[src/sv/pal_pkg.sv]
// ----------------------------------------------------------------------------
// pal_pkg
// Shared types and constants of the positional array list: payload structs,
// command and status codes, controller states and the control/status bundles
// between controller and datapath.
// ----------------------------------------------------------------------------
package pal_pkg;

  localparam int CAPACITY_DEF = 16;
  localparam int VALUE_W      = 32;
  localparam int CMD_W        = 3;
  localparam int POS_W        = 5;
  localparam int CNT_OUT_W    = 5;
  localparam int STATUS_W     = 2;

  // command codes
  typedef enum logic [CMD_W-1:0] {
    CMD_INS_END   = 3'd0,
    CMD_INS_START = 3'd1,
    CMD_INS_AT    = 3'd2,
    CMD_REM_END   = 3'd3,
    CMD_REM_START = 3'd4,
    CMD_REM_AT    = 3'd5
  } cmd_t;

  // result status codes
  typedef enum logic [STATUS_W-1:0] {
    ST_OK     = 2'd0,
    ST_FULL   = 2'd1,
    ST_EMPTY  = 2'd2,
    ST_BADPOS = 2'd3
  } status_t;

  typedef enum logic [2:0] {
    S_IDLE,
    S_DECODE,
    S_SHIFT,
    S_DRAIN,
    S_FINISH,
    S_RESULT
  } state_t;

  typedef struct packed {
    logic [CMD_W-1:0]          command;
    logic signed [VALUE_W-1:0] value;
    logic [POS_W-1:0]          position;
  } in_item_t;

  typedef struct packed {
    logic signed [VALUE_W-1:0] removed_value;
    logic [STATUS_W-1:0]       status;
    logic [CNT_OUT_W-1:0]      entry_count;
  } out_item_t;

  // controller -> datapath
  typedef struct packed {
    logic load_in;   // capture the accepted command
    logic decode;    // latch status, target index and move count
    logic step;      // issue one entry read of the shift
    logic finish;    // final insert write and count update
    logic load_out;  // load the result register
  } ctrl_cmd_t;

  // datapath -> controller
  typedef struct packed {
    logic err;        // decoded command fails
    logic no_shift;   // nothing to move
    logic last_read;  // current read is the last of the shift
    logic out_busy;   // result register still holds an untaken result
  } dp_stat_t;

endpackage

[src/sv/positional_array_list_unit.sv]
// ----------------------------------------------------------------------------
// positional_array_list_unit
// Bounded, densely packed list of signed 32-bit values with insert and remove
// at end, start or a given position; one result per command.
// ----------------------------------------------------------------------------
// One command is handled at a time. A command that fails its checks goes from
// decode straight to the result; a command that moves no entries (an insert at
// the current end, by any insert command) passes decode and finish; any other
// command passes decode, one shift read per entry from the target index to the
// end of the list (at most CAPACITY reads), a drain step and finish. A result
// is loaded only once the previous one has been taken, and the controller
// returns to idle before the next command is accepted. The entries live in a RAM
// with one write and one read port, and the shift moves one entry per cycle
// through it. A new command is taken once the previous result has been loaded,
// even if it has not yet been transferred out. The list starts empty after
// reset; no clearing pass is run.
// ----------------------------------------------------------------------------
module positional_array_list_unit
  import pal_pkg::*;
#(
  parameter int CAPACITY = CAPACITY_DEF
) (
  input  logic      clk,
  input  logic      rst_n,
  input  logic      in_valid,
  output logic      in_ready,
  input  in_item_t  in_data,
  output logic      out_valid,
  input  logic      out_ready,
  output out_item_t out_data
);

  ctrl_cmd_t ctrl;
  dp_stat_t  dp_stat;

  pal_ctrl u_ctrl (
    .clk      (clk),
    .rst_n    (rst_n),
    .in_valid (in_valid),
    .in_ready (in_ready),
    .dp_stat  (dp_stat),
    .ctrl     (ctrl)
  );

  pal_dp #(
    .CAPACITY(CAPACITY)
  ) u_dp (
    .clk       (clk),
    .rst_n     (rst_n),
    .in_data   (in_data),
    .out_data  (out_data),
    .out_valid (out_valid),
    .out_ready (out_ready),
    .ctrl      (ctrl),
    .dp_stat   (dp_stat)
  );

endmodule

[src/sv/pal_ram.sv]
// ----------------------------------------------------------------------------
// pal_ram
// Generic simple dual-port RAM: one write port, one read port, registered
// read data. No reset on the array.
// ----------------------------------------------------------------------------
module pal_ram #(
  parameter int WIDTH = 32,
  parameter int DEPTH = 16
) (
  input  logic                     clk,
  input  logic                     we,
  input  logic [$clog2(DEPTH)-1:0] waddr,
  input  logic [WIDTH-1:0]         wdata,
  input  logic                     re,
  input  logic [$clog2(DEPTH)-1:0] raddr,
  output logic [WIDTH-1:0]         rdata
);

  logic [WIDTH-1:0] mem_r [DEPTH];

  always_ff @(posedge clk) begin
    if (we) begin
      mem_r[waddr] <= wdata;
    end
    if (re) begin
      rdata <= mem_r[raddr];
    end
  end

endmodule

[src/sv/pal_ctrl.sv]
// ----------------------------------------------------------------------------
// pal_ctrl
// Command sequencer: accepts a command, has the datapath decode it, steps the
// entry shift one read per cycle, finishes the update and hands off the
// result.
// ----------------------------------------------------------------------------
module pal_ctrl
  import pal_pkg::*;
(
  input  logic      clk,
  input  logic      rst_n,
  input  logic      in_valid,
  output logic      in_ready,
  input  dp_stat_t  dp_stat,
  output ctrl_cmd_t ctrl
);

  state_t state_r, state_nxt;

  always_ff @(posedge clk) begin
    if (!rst_n) begin
      state_r <= S_IDLE;
    end else begin
      state_r <= state_nxt;
    end
  end

  // next state
  always_comb begin
    state_nxt = state_r;
    case (state_r)
      S_IDLE: begin
        if (in_valid) state_nxt = S_DECODE;
      end
      S_DECODE: begin
        if (dp_stat.err)           state_nxt = S_RESULT;
        else if (dp_stat.no_shift) state_nxt = S_FINISH;
        else                       state_nxt = S_SHIFT;
      end
      S_SHIFT: begin
        if (dp_stat.last_read) state_nxt = S_DRAIN;
      end
      S_DRAIN:  state_nxt = S_FINISH;
      S_FINISH: state_nxt = S_RESULT;
      S_RESULT: begin
        if (!dp_stat.out_busy) state_nxt = S_IDLE;
      end
      default: state_nxt = S_IDLE;
    endcase
  end

  // outputs
  always_comb begin
    ctrl     = '0;
    in_ready = 1'b0;
    case (state_r)
      S_IDLE: begin
        in_ready     = rst_n;
        ctrl.load_in = in_valid;
      end
      S_DECODE: ctrl.decode = 1'b1;
      S_SHIFT:  ctrl.step   = 1'b1;
      S_DRAIN:  ;
      S_FINISH: ctrl.finish = 1'b1;
      S_RESULT: ctrl.load_out = !dp_stat.out_busy;
      default:  ;
    endcase
  end

endmodule

[src/sv/pal_dp.sv]
// ----------------------------------------------------------------------------
// pal_dp
// List datapath: command registers, decode of status and target index, fill
// count, entry RAM with a one-entry-per-cycle shift pipeline, and the result
// register.
// ----------------------------------------------------------------------------
module pal_dp
  import pal_pkg::*;
#(
  parameter int CAPACITY = CAPACITY_DEF
) (
  input  logic      clk,
  input  logic      rst_n,
  input  in_item_t  in_data,
  output out_item_t out_data,
  output logic      out_valid,
  input  logic      out_ready,
  input  ctrl_cmd_t ctrl,
  output dp_stat_t  dp_stat
);

  localparam int AW   = $clog2(CAPACITY);
  localparam int CW   = $clog2(CAPACITY + 1);
  localparam int CMPW = (CW > POS_W) ? CW : POS_W;

  // captured command
  logic [CMD_W-1:0]   cmd_r;
  logic [VALUE_W-1:0] val_r;
  logic [POS_W-1:0]   pos_r;

  // list and operation state
  logic [CW-1:0]      count_r;
  status_t            status_r;
  logic               is_ins_r;
  logic [AW-1:0]      at_r;
  logic [CW-1:0]      rem_r;
  logic [AW-1:0]      rd_ptr_r;
  logic [AW-1:0]      rd_addr_r;
  logic               rd_fire_r;
  logic               first_r;
  logic [VALUE_W-1:0] got_r;

  logic               out_valid_r;
  out_item_t          out_data_r;

  // decode
  logic [CMPW-1:0]    cnt_x, pos_x, at_x;
  logic               full, empty;
  status_t            dec_st;
  logic               dec_ins;
  logic [CW-1:0]      dec_rem;
  logic [AW-1:0]      dec_ptr;

  // RAM ports
  logic               ram_we, ram_re;
  logic [AW-1:0]      ram_waddr;
  logic [VALUE_W-1:0] ram_wdata, ram_rdata;
  logic               take_got;

  // status and target index of the captured command
  always_comb begin
    cnt_x   = CMPW'(count_r);
    pos_x   = CMPW'(pos_r);
    full    = (count_r == CW'(CAPACITY));
    empty   = (count_r == '0);
    at_x    = '0;
    dec_ins = 1'b0;
    dec_st  = ST_OK;
    case (cmd_t'(cmd_r))
      CMD_INS_END: begin
        dec_ins = 1'b1;
        at_x    = cnt_x;
        dec_st  = full ? ST_FULL : ST_OK;
      end
      CMD_INS_START: begin
        dec_ins = 1'b1;
        dec_st  = full ? ST_FULL : ST_OK;
      end
      CMD_INS_AT: begin
        dec_ins = 1'b1;
        at_x    = pos_x;
        if (full)               dec_st = ST_FULL;
        else if (pos_x > cnt_x) dec_st = ST_BADPOS;
      end
      CMD_REM_END: begin
        at_x   = cnt_x - 1'b1;
        dec_st = empty ? ST_EMPTY : ST_OK;
      end
      CMD_REM_START: begin
        dec_st = empty ? ST_EMPTY : ST_OK;
      end
      CMD_REM_AT: begin
        at_x = pos_x;
        if (empty)               dec_st = ST_EMPTY;
        else if (pos_x >= cnt_x) dec_st = ST_BADPOS;
      end
      default: dec_st = ST_BADPOS;
    endcase
    // entries to read: count - at for both directions
    dec_rem = CW'(cnt_x - at_x);
    // insert walks down from the top entry, remove walks up from the target
    dec_ptr = dec_ins ? AW'(count_r - 1'b1) : AW'(at_x);
  end

  assign dp_stat.err       = (dec_st != ST_OK);
  assign dp_stat.no_shift  = (dec_rem == '0);
  assign dp_stat.last_read = (rem_r == CW'(1));
  assign dp_stat.out_busy  = out_valid_r && !out_ready;

  // first read of a removal is the removed value, not a move
  assign take_got = rd_fire_r && !is_ins_r && first_r;

  // RAM access: reads step through the span, each move write follows in the cycle after its read
  always_comb begin
    ram_re    = ctrl.step;
    ram_we    = 1'b0;
    ram_waddr = at_r;
    ram_wdata = val_r;
    if (rd_fire_r && !take_got) begin
      ram_we    = 1'b1;
      ram_waddr = is_ins_r ? AW'(rd_addr_r + 1'b1) : AW'(rd_addr_r - 1'b1);
      ram_wdata = ram_rdata;
    end else if (ctrl.finish && is_ins_r) begin
      ram_we = 1'b1;
    end
  end

  pal_ram #(
    .WIDTH(VALUE_W),
    .DEPTH(CAPACITY)
  ) u_ram (
    .clk   (clk),
    .we    (ram_we),
    .waddr (ram_waddr),
    .wdata (ram_wdata),
    .re    (ram_re),
    .raddr (rd_ptr_r),
    .rdata (ram_rdata)
  );

  // control registers
  always_ff @(posedge clk) begin
    if (!rst_n) begin
      count_r     <= '0;
      rd_fire_r   <= 1'b0;
      out_valid_r <= 1'b0;
    end else begin
      rd_fire_r <= ctrl.step;
      if (ctrl.finish) begin
        count_r <= is_ins_r ? CW'(count_r + 1'b1) : CW'(count_r - 1'b1);
      end
      if (ctrl.load_out) begin
        out_valid_r <= 1'b1;
      end else if (out_ready) begin
        out_valid_r <= 1'b0;
      end
    end
  end

  // payload registers
  always_ff @(posedge clk) begin
    if (ctrl.load_in) begin
      cmd_r <= in_data.command;
      val_r <= in_data.value;
      pos_r <= in_data.position;
    end
    if (ctrl.decode) begin
      status_r <= dec_st;
      is_ins_r <= dec_ins;
      at_r     <= AW'(at_x);
      rem_r    <= dec_rem;
      rd_ptr_r <= dec_ptr;
      first_r  <= 1'b1;
    end
    if (ctrl.step) begin
      rd_addr_r <= rd_ptr_r;
      rem_r     <= CW'(rem_r - 1'b1);
      rd_ptr_r  <= is_ins_r ? AW'(rd_ptr_r - 1'b1) : AW'(rd_ptr_r + 1'b1);
    end
    if (take_got) begin
      got_r   <= ram_rdata;
      first_r <= 1'b0;
    end
    if (ctrl.load_out) begin
      out_data_r.removed_value <= (status_r == ST_OK && !is_ins_r) ? got_r : '1;
      out_data_r.status        <= status_r;
      out_data_r.entry_count   <= CNT_OUT_W'(count_r);
    end
  end

  assign out_valid = out_valid_r;
  assign out_data  = out_data_r;

endmodule

[config.mk]
export PLATFORM = sky130hd
export DESIGN_NAME = positional_array_list_unit
export DESIGN_NICKNAME = d
export VERILOG_FILES = /design/src/sv/pal_pkg.sv /design/src/sv/positional_array_list_unit.sv /design/src/sv/pal_ram.sv /design/src/sv/pal_ctrl.sv /design/src/sv/pal_dp.sv
export SDC_FILE = /design/constraint.sdc
export NUM_CORES = 1
export LEC_CHECK = 0
export BUFFER_PORTS_ARGS = -buffer_cell sky130_fd_sc_hd__buf_4
export CORE_MARGIN = 4
export CORE_UTILIZATION = 30
export CTS_BUF_LIST = sky130_fd_sc_hd__clkbuf_4
export DETAILED_ROUTE_END_ITERATION = 7
export PLACE_DENSITY_LB_ADDON = 0.25
export SYNTH_ARGS = -nofsm -noshare
export SYNTH_HDL_FRONTEND = slang
export SYNTH_SLANG_ARGS = --single-unit
[constraint.sdc]
create_clock -name clk -period 6.32 [get_ports clk]
set_input_delay 0.948 -clock clk [delete_from_list [all_inputs] [get_ports clk]]
set_output_delay 0.948 -clock clk [all_outputs]
set_load 0.005 [all_outputs]
==> results of run 1 <==
## power by group through the flow
stage	Clock, mW	Combinational, mW	Sequential (mW)
6_report	3.84	3.35	5.97
2_1_floorplan	0	2.50	5.93
5_1_grt	4.27	3.69	6.00
3_3_place_gp	0	3.40	6.06
4_1_cts	4.01	3.48	5.97
3_5_place_dp	0	3.45	6.06
## worst register-to-register path, stage by stage (launching register included)
cell and delay [ps]:
edfxtp_1 620, o21ai_4 210, buf_4 510, clkinv_1 920, mux2i_1 570, nand2_1 330, nor2_4 530, buf_4 450
## registers in the layout (all words and copies together) (netlist names), 2 cells and up
| register | flops |
|---|---|
| u_dp.rem_r | 5 |
| u_dp.rd_ptr_r | 4 |
| u_dp.u_ram.rdata | 32 |
| u_dp.pos_r | 5 |
| u_dp.rd_addr_r | 4 |
| u_dp.cmd_r | 3 |
| u_dp.u_ram.mem_r | 512 |
| u_ctrl.state_r | 3 |
| u_dp.status_r | 2 |
| u_dp.out_data | 39 |
| u_dp.cnt_x | 5 |
| u_dp.val_r | 32 |
| u_dp.at_r | 4 |
| u_dp.got_r | 32 |
## cell families (layout without fill, tap and decap cells)
logic type | count (synthesis) | count (layout) | synth area share [%]
muxes | 165 | 165 | 13.8
and+or+nand+nor | 234 | 234 | 4.21
xor gates and xnor gates | 17 | 17 | 0.561
AOI/OAI and AO/OA | 70 | 70 | 1.64
other | 0 | 1 | 0
buffers and inverters | 78 | 464 | 1.51
adders and majority gates | 21 | 21 | 1.07
DFF | 686 | 686 | 77.2
## through the flow
step | setup slack (ps) | util [%] | cells
detailed placement | 1730 | 32.9 | 2484
finish | 1780 | 35.7 | 2813
global placement | 1860 | 32.9 | 2484
CTS | 1670 | 35.7 | 2812
global route | 1510 | 35.7 | 2813
floorplan | 715 | - | 1271
## worst max path at each step
stage / from / endpoint / cells after the start
2_1_floorplan: in_valid / u_dp.cmd_r[0] / 1
3_3_place_gp: u_dp.is_ins_r / u_dp.u_ram.mem_r[2][3] / 7
3_5_place_dp: u_dp.is_ins_r / u_dp.u_ram.mem_r[2][4] / 7
4_1_cts: u_dp.is_ins_r / u_dp.u_ram.mem_r[2][9] / 7
5_1_grt: u_dp.is_ins_r / u_dp.u_ram.mem_r[3][9] / 7
6_report: u_dp.is_ins_r / u_dp.u_ram.mem_r[3][9] / 7
## cell type report
| type | instances | share of cell area (%) |
|---|---|---|
| timing repair buffer | 131 | 3.31 |
| sequential | 686 | 65.7 |
| multi-input combinational | 507 | 18.7 |
| inverter | 19 | 0.229 |
| clock inverter | 54 | 1.15 |
| antenna | 1 | 0.00803 |
| clock buffer | 260 | 6.26 |
| tap | 1155 | 4.64 |
## cells in the final DEF, fill, tap and decap left out, drive strengths merged, types with 14 or more instances in the layout
cell         instances
edfxtp             675
clkbuf             260
mux4               160
nand2              119
buf                117
clkinv              46
nand2b              39
nor2                26
inv                 21
o21ai               20
a21oi               19
ha                  18
dlygate4sd3         14
## routing by layer
metal,track usage (%),vias to the layer above,routed length (um)
met4,4.32,0,926
met5,0,-,0
met1,17.2,6789,26900
met2,21.6,331,30100
met3,3.49,74,3040
li1,-,5782,-
## timing repair
item                                   4_1_cts  5_1_grt
hold buffers                                14        0
setup buffers                                0        0
endpoints found under the hold margin       14        0
==> results.json, run 1 <==
{
  "finalCritPeriodShare_pct": 71.8,
  "cts_buffers": 181,
  "grt_max_degree": 99,
  "intPower_mw": 9.26,
  "whs_ps": 155,
  "maxSlewViolCount": 0,
  "power_per_cell_area_mw_per_mm2": 422,
  "r2r_start": "u_dp.is_ins_r",
  "period_needed_ps": 4540,
  "die_h_um": 306,
  "nFillCells": 8218,
  "core_area_mm2": 0.0873,
  "via_per_inst": 4.61,
  "synth_flop_cell": "edfxtp_1",
  "crit_chain": "o21ai_4, buf_4, clkinv_1, mux2i_1, nand2_1, nor2_4, buf_4",
  "async_reset_ff_share_pct": 0,
  "maxCapViolations": 0,
  "start_util_pct": 30.4,
  "cts.sinks": 686,
  "fin_area_mm2": 0.0312,
  "h-tree-depth": 4,
  "antenna_left": 0,
  "layout-drive-gt1-share_pct": 34.9,
  "row_count": 108,
  "yosysTopAreaCellShare_pct": 76.3,
  "root_buffer": "clkbuf_4",
  "min_path_cells": 1,
  "syn2layout_area_growth_pct": 17.4,
  "drc": 0,
  "tns_ps": 0,
  "reg2reg_depth": 7,
  "setup.worst_path.start_class": "register",
  "reg2reg_to": "u_dp.u_ram.mem_r[3][9]",
  "crit_top_cell": "buf_4",
  "max_stage_delay_ps": 900,
  "ir_drop_uv": 347,
  "grt_pass1_vias": 14200,
  "finalHoldViolations": 0,
  "cts_tree": "done",
  "nets": 1591,
  "boundaryPins": 85,
  "slew_headroom_pct": 34.8,
  "switchingPower_mw": 3.90,
  "worst_pin_slew_ps": 979,
  "yosysTopAreaCell": "edfxtp_1",
  "max_freq_mhz": 220,
  "p_leak_nw": 10.1,
  "p_comb_share_pct": 25.5,
  "setup_viol": 0,
  "synth_edf_count": 675,
  "clock_latency_ps": 980,
  "syn_nets": 1336,
  "skew_ps": 48.8,
  "clk_path_buf_depth": 3,
  "min_from": "in_data[11]",
  "multi_input_area_mm2": 0.00582,
  "wl_um": 61000,
  "yosysUniqueCellTypes": 53,
  "holdCritPathClass": "input port to register",
  "status": "completed",
  "cp_slowest_cell": "clkinv_1",
  "path_max_fanout": 38,
  "yosysWarnings": 0,
  "worstPathArrival_ps": 5130,
  "gp_congestion": 0.706,
  "crit_required_ps": 6920,
  "switching_share_pct": 29.6,
  "drt_iter0_markers": 942,
  "synthCells": 1271,
  "grt_pass1_wl_um": 91200,
  "overflow": 0,
  "path_clk_slew_ps": 60,
  "syn_area_mm2": 0.0266,
  "num_vias": 13000,
  "regArea_mm2": 0.0205,
  "gr-usage-all-layers_pct": 13.2,
  "cp-end-kind": "register",
  "p_seq_share_pct": 45.4,
  "die-area_mm2": 0.0933,
  "portBuffers": 84,
  "min_to": "u_dp.val_r[6]",
  "antenna_found_initial": 2,
  "rsz0062_at_grt": "no",
  "cp_top_family": "buffers and inverters",
  "wire_per_inst_um": 21.7,
  "ctsResizeCount": 0,
  "placed_area_mm2": 0.0287,
  "pwr-share-clk_pct": 29.2,
  "synth.most_common_cell": "edfxtp_1",
  "synth_area_leaders": "edfxtp_1 76%, mux4_2 13%, nand2_1 1.7%",
  "die_x_um": 306,
  "ys_seq_elements": 686,
  "dpl.hpwl_um": 35200,
  "dr.pass1.iters": 5,
  "criticalPathCategory": "register to register",
  "synth_common_cells": "675 x edfxtp_1, 154 x mux4_2, 119 x nand2_1, 39 x nand2b_1, 27 x clkbuf_1",
  "r2r_slack_ps": 1780,
  "syn_area_per_cell_um2": 20.9,
  "path_buf_inv": 3,
  "yosysSeqAreaShare_pct": 77.2,
  "power.total_mw": 13.2
}
Power figures use the tool's default switching activity.
==> run 2: changes to the inputs <==
==> constraint.sdc (replaced) <==
create_clock -name clk -period 4.1 [get_ports clk]
set_input_delay 0.615 -clock clk [delete_from_list [all_inputs] [get_ports clk]]
set_output_delay 0.615 -clock clk [all_outputs]
set_load 0.005 [all_outputs]
==> run 2 against run 1 <==
Effect of this change: clock skew increased by 45 ps; sequential power increased by 54%; maximum frequency increased by 27%; setup slack got worse by 1300 ps; sequential share of layout area decreased by 0.90 points; clock-buffer cell count increased by 7; highest routed layer unchanged; largest power group unchanged; flip-flop and latch count unchanged; core utilization increased by 0.49 points; non-clock buffer count increased by 36; critical endpoint is now u_ctrl.state_r[1]; register-to-register slack got worse by 1300 ps; combinational power increased by 55%; global-route usage increased by 0.054 points; critical path type unchanged.
==> results.json, run 2 (synthesis gave the netlist of run 1 again) <==
{
  "stdcell_count": 2847,
  "finalHoldViolations": 0,
  "switching_share_pct": 29.4,
  "num_vias": 13200,
  "switchingPower_mw": 5.93,
  "utilization_pct": 36.2,
  "clk_path_buf_depth": 3,
  "layout_common_cells": "675 x edfxtp_1, 267 x clkbuf_4, 154 x mux4_2",
  "grt_max_degree": 77,
  "portBuffers": 84,
  "intPower_mw": 14.3,
  "boundaryPins": 85,
  "cp-end-kind": "register",
  "dr.pass1.iters": 5,
  "p_seq_share_pct": 45.5,
  "p_comb_share_pct": 25.6,
  "core_area_mm2": 0.0873,
  "die_h_um": 306,
  "r2r_slack_ps": 530,
  "drt_iter0_markers": 800,
  "holdCritPathClass": "input port to register",
  "antenna_left": 0,
  "setup.worst_path.start_class": "register",
  "tns_ps": 0,
  "final_common_cell": "edfxtp_1",
  "clock_latency_ps": 1010,
  "rsz0062_at_grt": "no",
  "largest_reg_flops": 512,
  "period_needed_ps": 3570,
  "power_per_cell_area_mw_per_mm2": 639,
  "gr-usage-all-layers_pct": 13.2,
  "p_leak_nw": 10.3,
  "wl_um": 61300,
  "cts_buffers": 179,
  "place_inst": 2491,
  "min_path_cells": 2,
  "die-area_mm2": 0.0933,
  "crit_required_ps": 4930,
  "grt_pass1_vias": 14400,
  "fin_area_mm2": 0.0316,
  "skew_ps": 93.8,
  "status": "completed",
  "worstPathArrival_ps": 4400,
  "finalCritPeriodShare_pct": 87.1,
  "slew_headroom_pct": 21.1,
  "nFillCells": 8184,
  "wire_per_inst_um": 21.5,
  "maxSlewViolCount": 0,
  "h-tree-depth": 4,
  "path_clk_slew_ps": 70,
  "top_register": "u_dp.u_ram.mem_r",
  "antenna_found_initial": 2,
  "ir_drop_uv": 422,
  "pwr-share-clk_pct": 28.9,
  "overflow": 0,
  "max_freq_mhz": 280,
  "layout-drive-gt1-share_pct": 35.0,
  "gp_congestion": 0.751,
  "grt_pass1_wl_um": 91400,
  "die_x_um": 306,
  "row_count": 108,
  "reg2reg_depth": 13,
  "syn2layout_area_growth_pct": 19.0,
  "start_util_pct": 30.4,
  "drc": 0,
  "cts.sinks": 686,
  "criticalPathCategory": "register to register",
  "placed_area_mm2": 0.0289,
  "dpl.hpwl_um": 34100,
  "via_per_inst": 4.64,
  "nets": 1625,
  "post_cts_buffers": 0,
  "setup_viol": 0,
  "maxCapViolations": 0,
  "path_max_fanout": 10,
  "worst_pin_slew_ps": 1180,
  "root_buffer": "clkbuf_4",
  "cts_tree": "done"
}
## run 2: changes by cell type in the layout (fill, tap and decap cells not counted), moves of 7 or more
cell / delta
clkinv_1: -9
buf_12: +9
clkbuf_4: +7
dlygate4sd3_1: +29
## run 2: cell type report
cell class | instances | area [um^2] | area share, %
Multi-Input combinational cell | 507 | 5820 | 18.4
Inverter | 19 | 71.3 | 0.226
Tap cell | 1155 | 1450 | 4.57
Clock buffer | 267 | 2000 | 6.34
Timing Repair Buffer | 167 | 1490 | 4.70
Clock inverter | 45 | 273 | 0.863
Antenna cell | 1 | 2.50 | 0.00792
Sequential cell | 686 | 20500 | 64.8
## run 2: worst max-delay path, stage by stage, from the launching register on
cell and delay (ps):
dfxtp_1 560, inv_1 160, ha_1 380, a21oi_1 170
a22oi_1 70, o21ai_0 380, inv_1 150, ha_1 220
a21o_1 170, a31oi_1 190, xor2_1 200, nor4b_1 380
a211oi_1 130, or2_2 280
## run 2: per-layer routing
metal | GRT usage [%] | vias to the layer above | part of all wire [%]
met2 | 21.6 | 361 | 50
met4 | 4.93 | 0 | 2.1
met3 | 3.75 | 86 | 5.2
met1 | 16.9 | 6922 | 43
li1 | - | 5854 | -
met5 | 0 | - | 0
## run 2: stage by stage
stage	setup WS (ps)	hold WS [ps]	total power, mW
after global placement	596	428	14.5
after detailed placement	606	434	14.6
final	529	345	20.2
after floorplan	452	424	13.0
after CTS	552	148	20.6
after global routing	284	210	21.4
## run 2: worst paths after layout
kind,startpoint,to
setup / recovery,u_dp.cnt_x[0],u_ctrl.state_r[1]
hold / removal,in_data[32],u_dp.val_r[27]
setup reg to reg,u_dp.cnt_x[0],u_ctrl.state_r[1]
hold reg to reg,u_dp.u_ram.rdata[31],u_dp.got_r[31]
## run 2: repair_timing
| action | 4_1_cts | 5_1_grt |
|---|---|---|
| endpoints found under the hold margin | 50 | 0 |
| resized for setup | 0 | 0 |
| hold buffers | 43 | 0 |
## run 2: power groups by stage
stage	sequential (mW)	clock (mW)	combinational (mW)
final	9.18	5.84	5.18
after CTS	9.19	6.11	5.33
after global routing	9.23	6.48	5.65
after detailed placement	9.32	0	5.28
after floorplan	9.13	0	3.86
after global placement	9.32	0	5.22
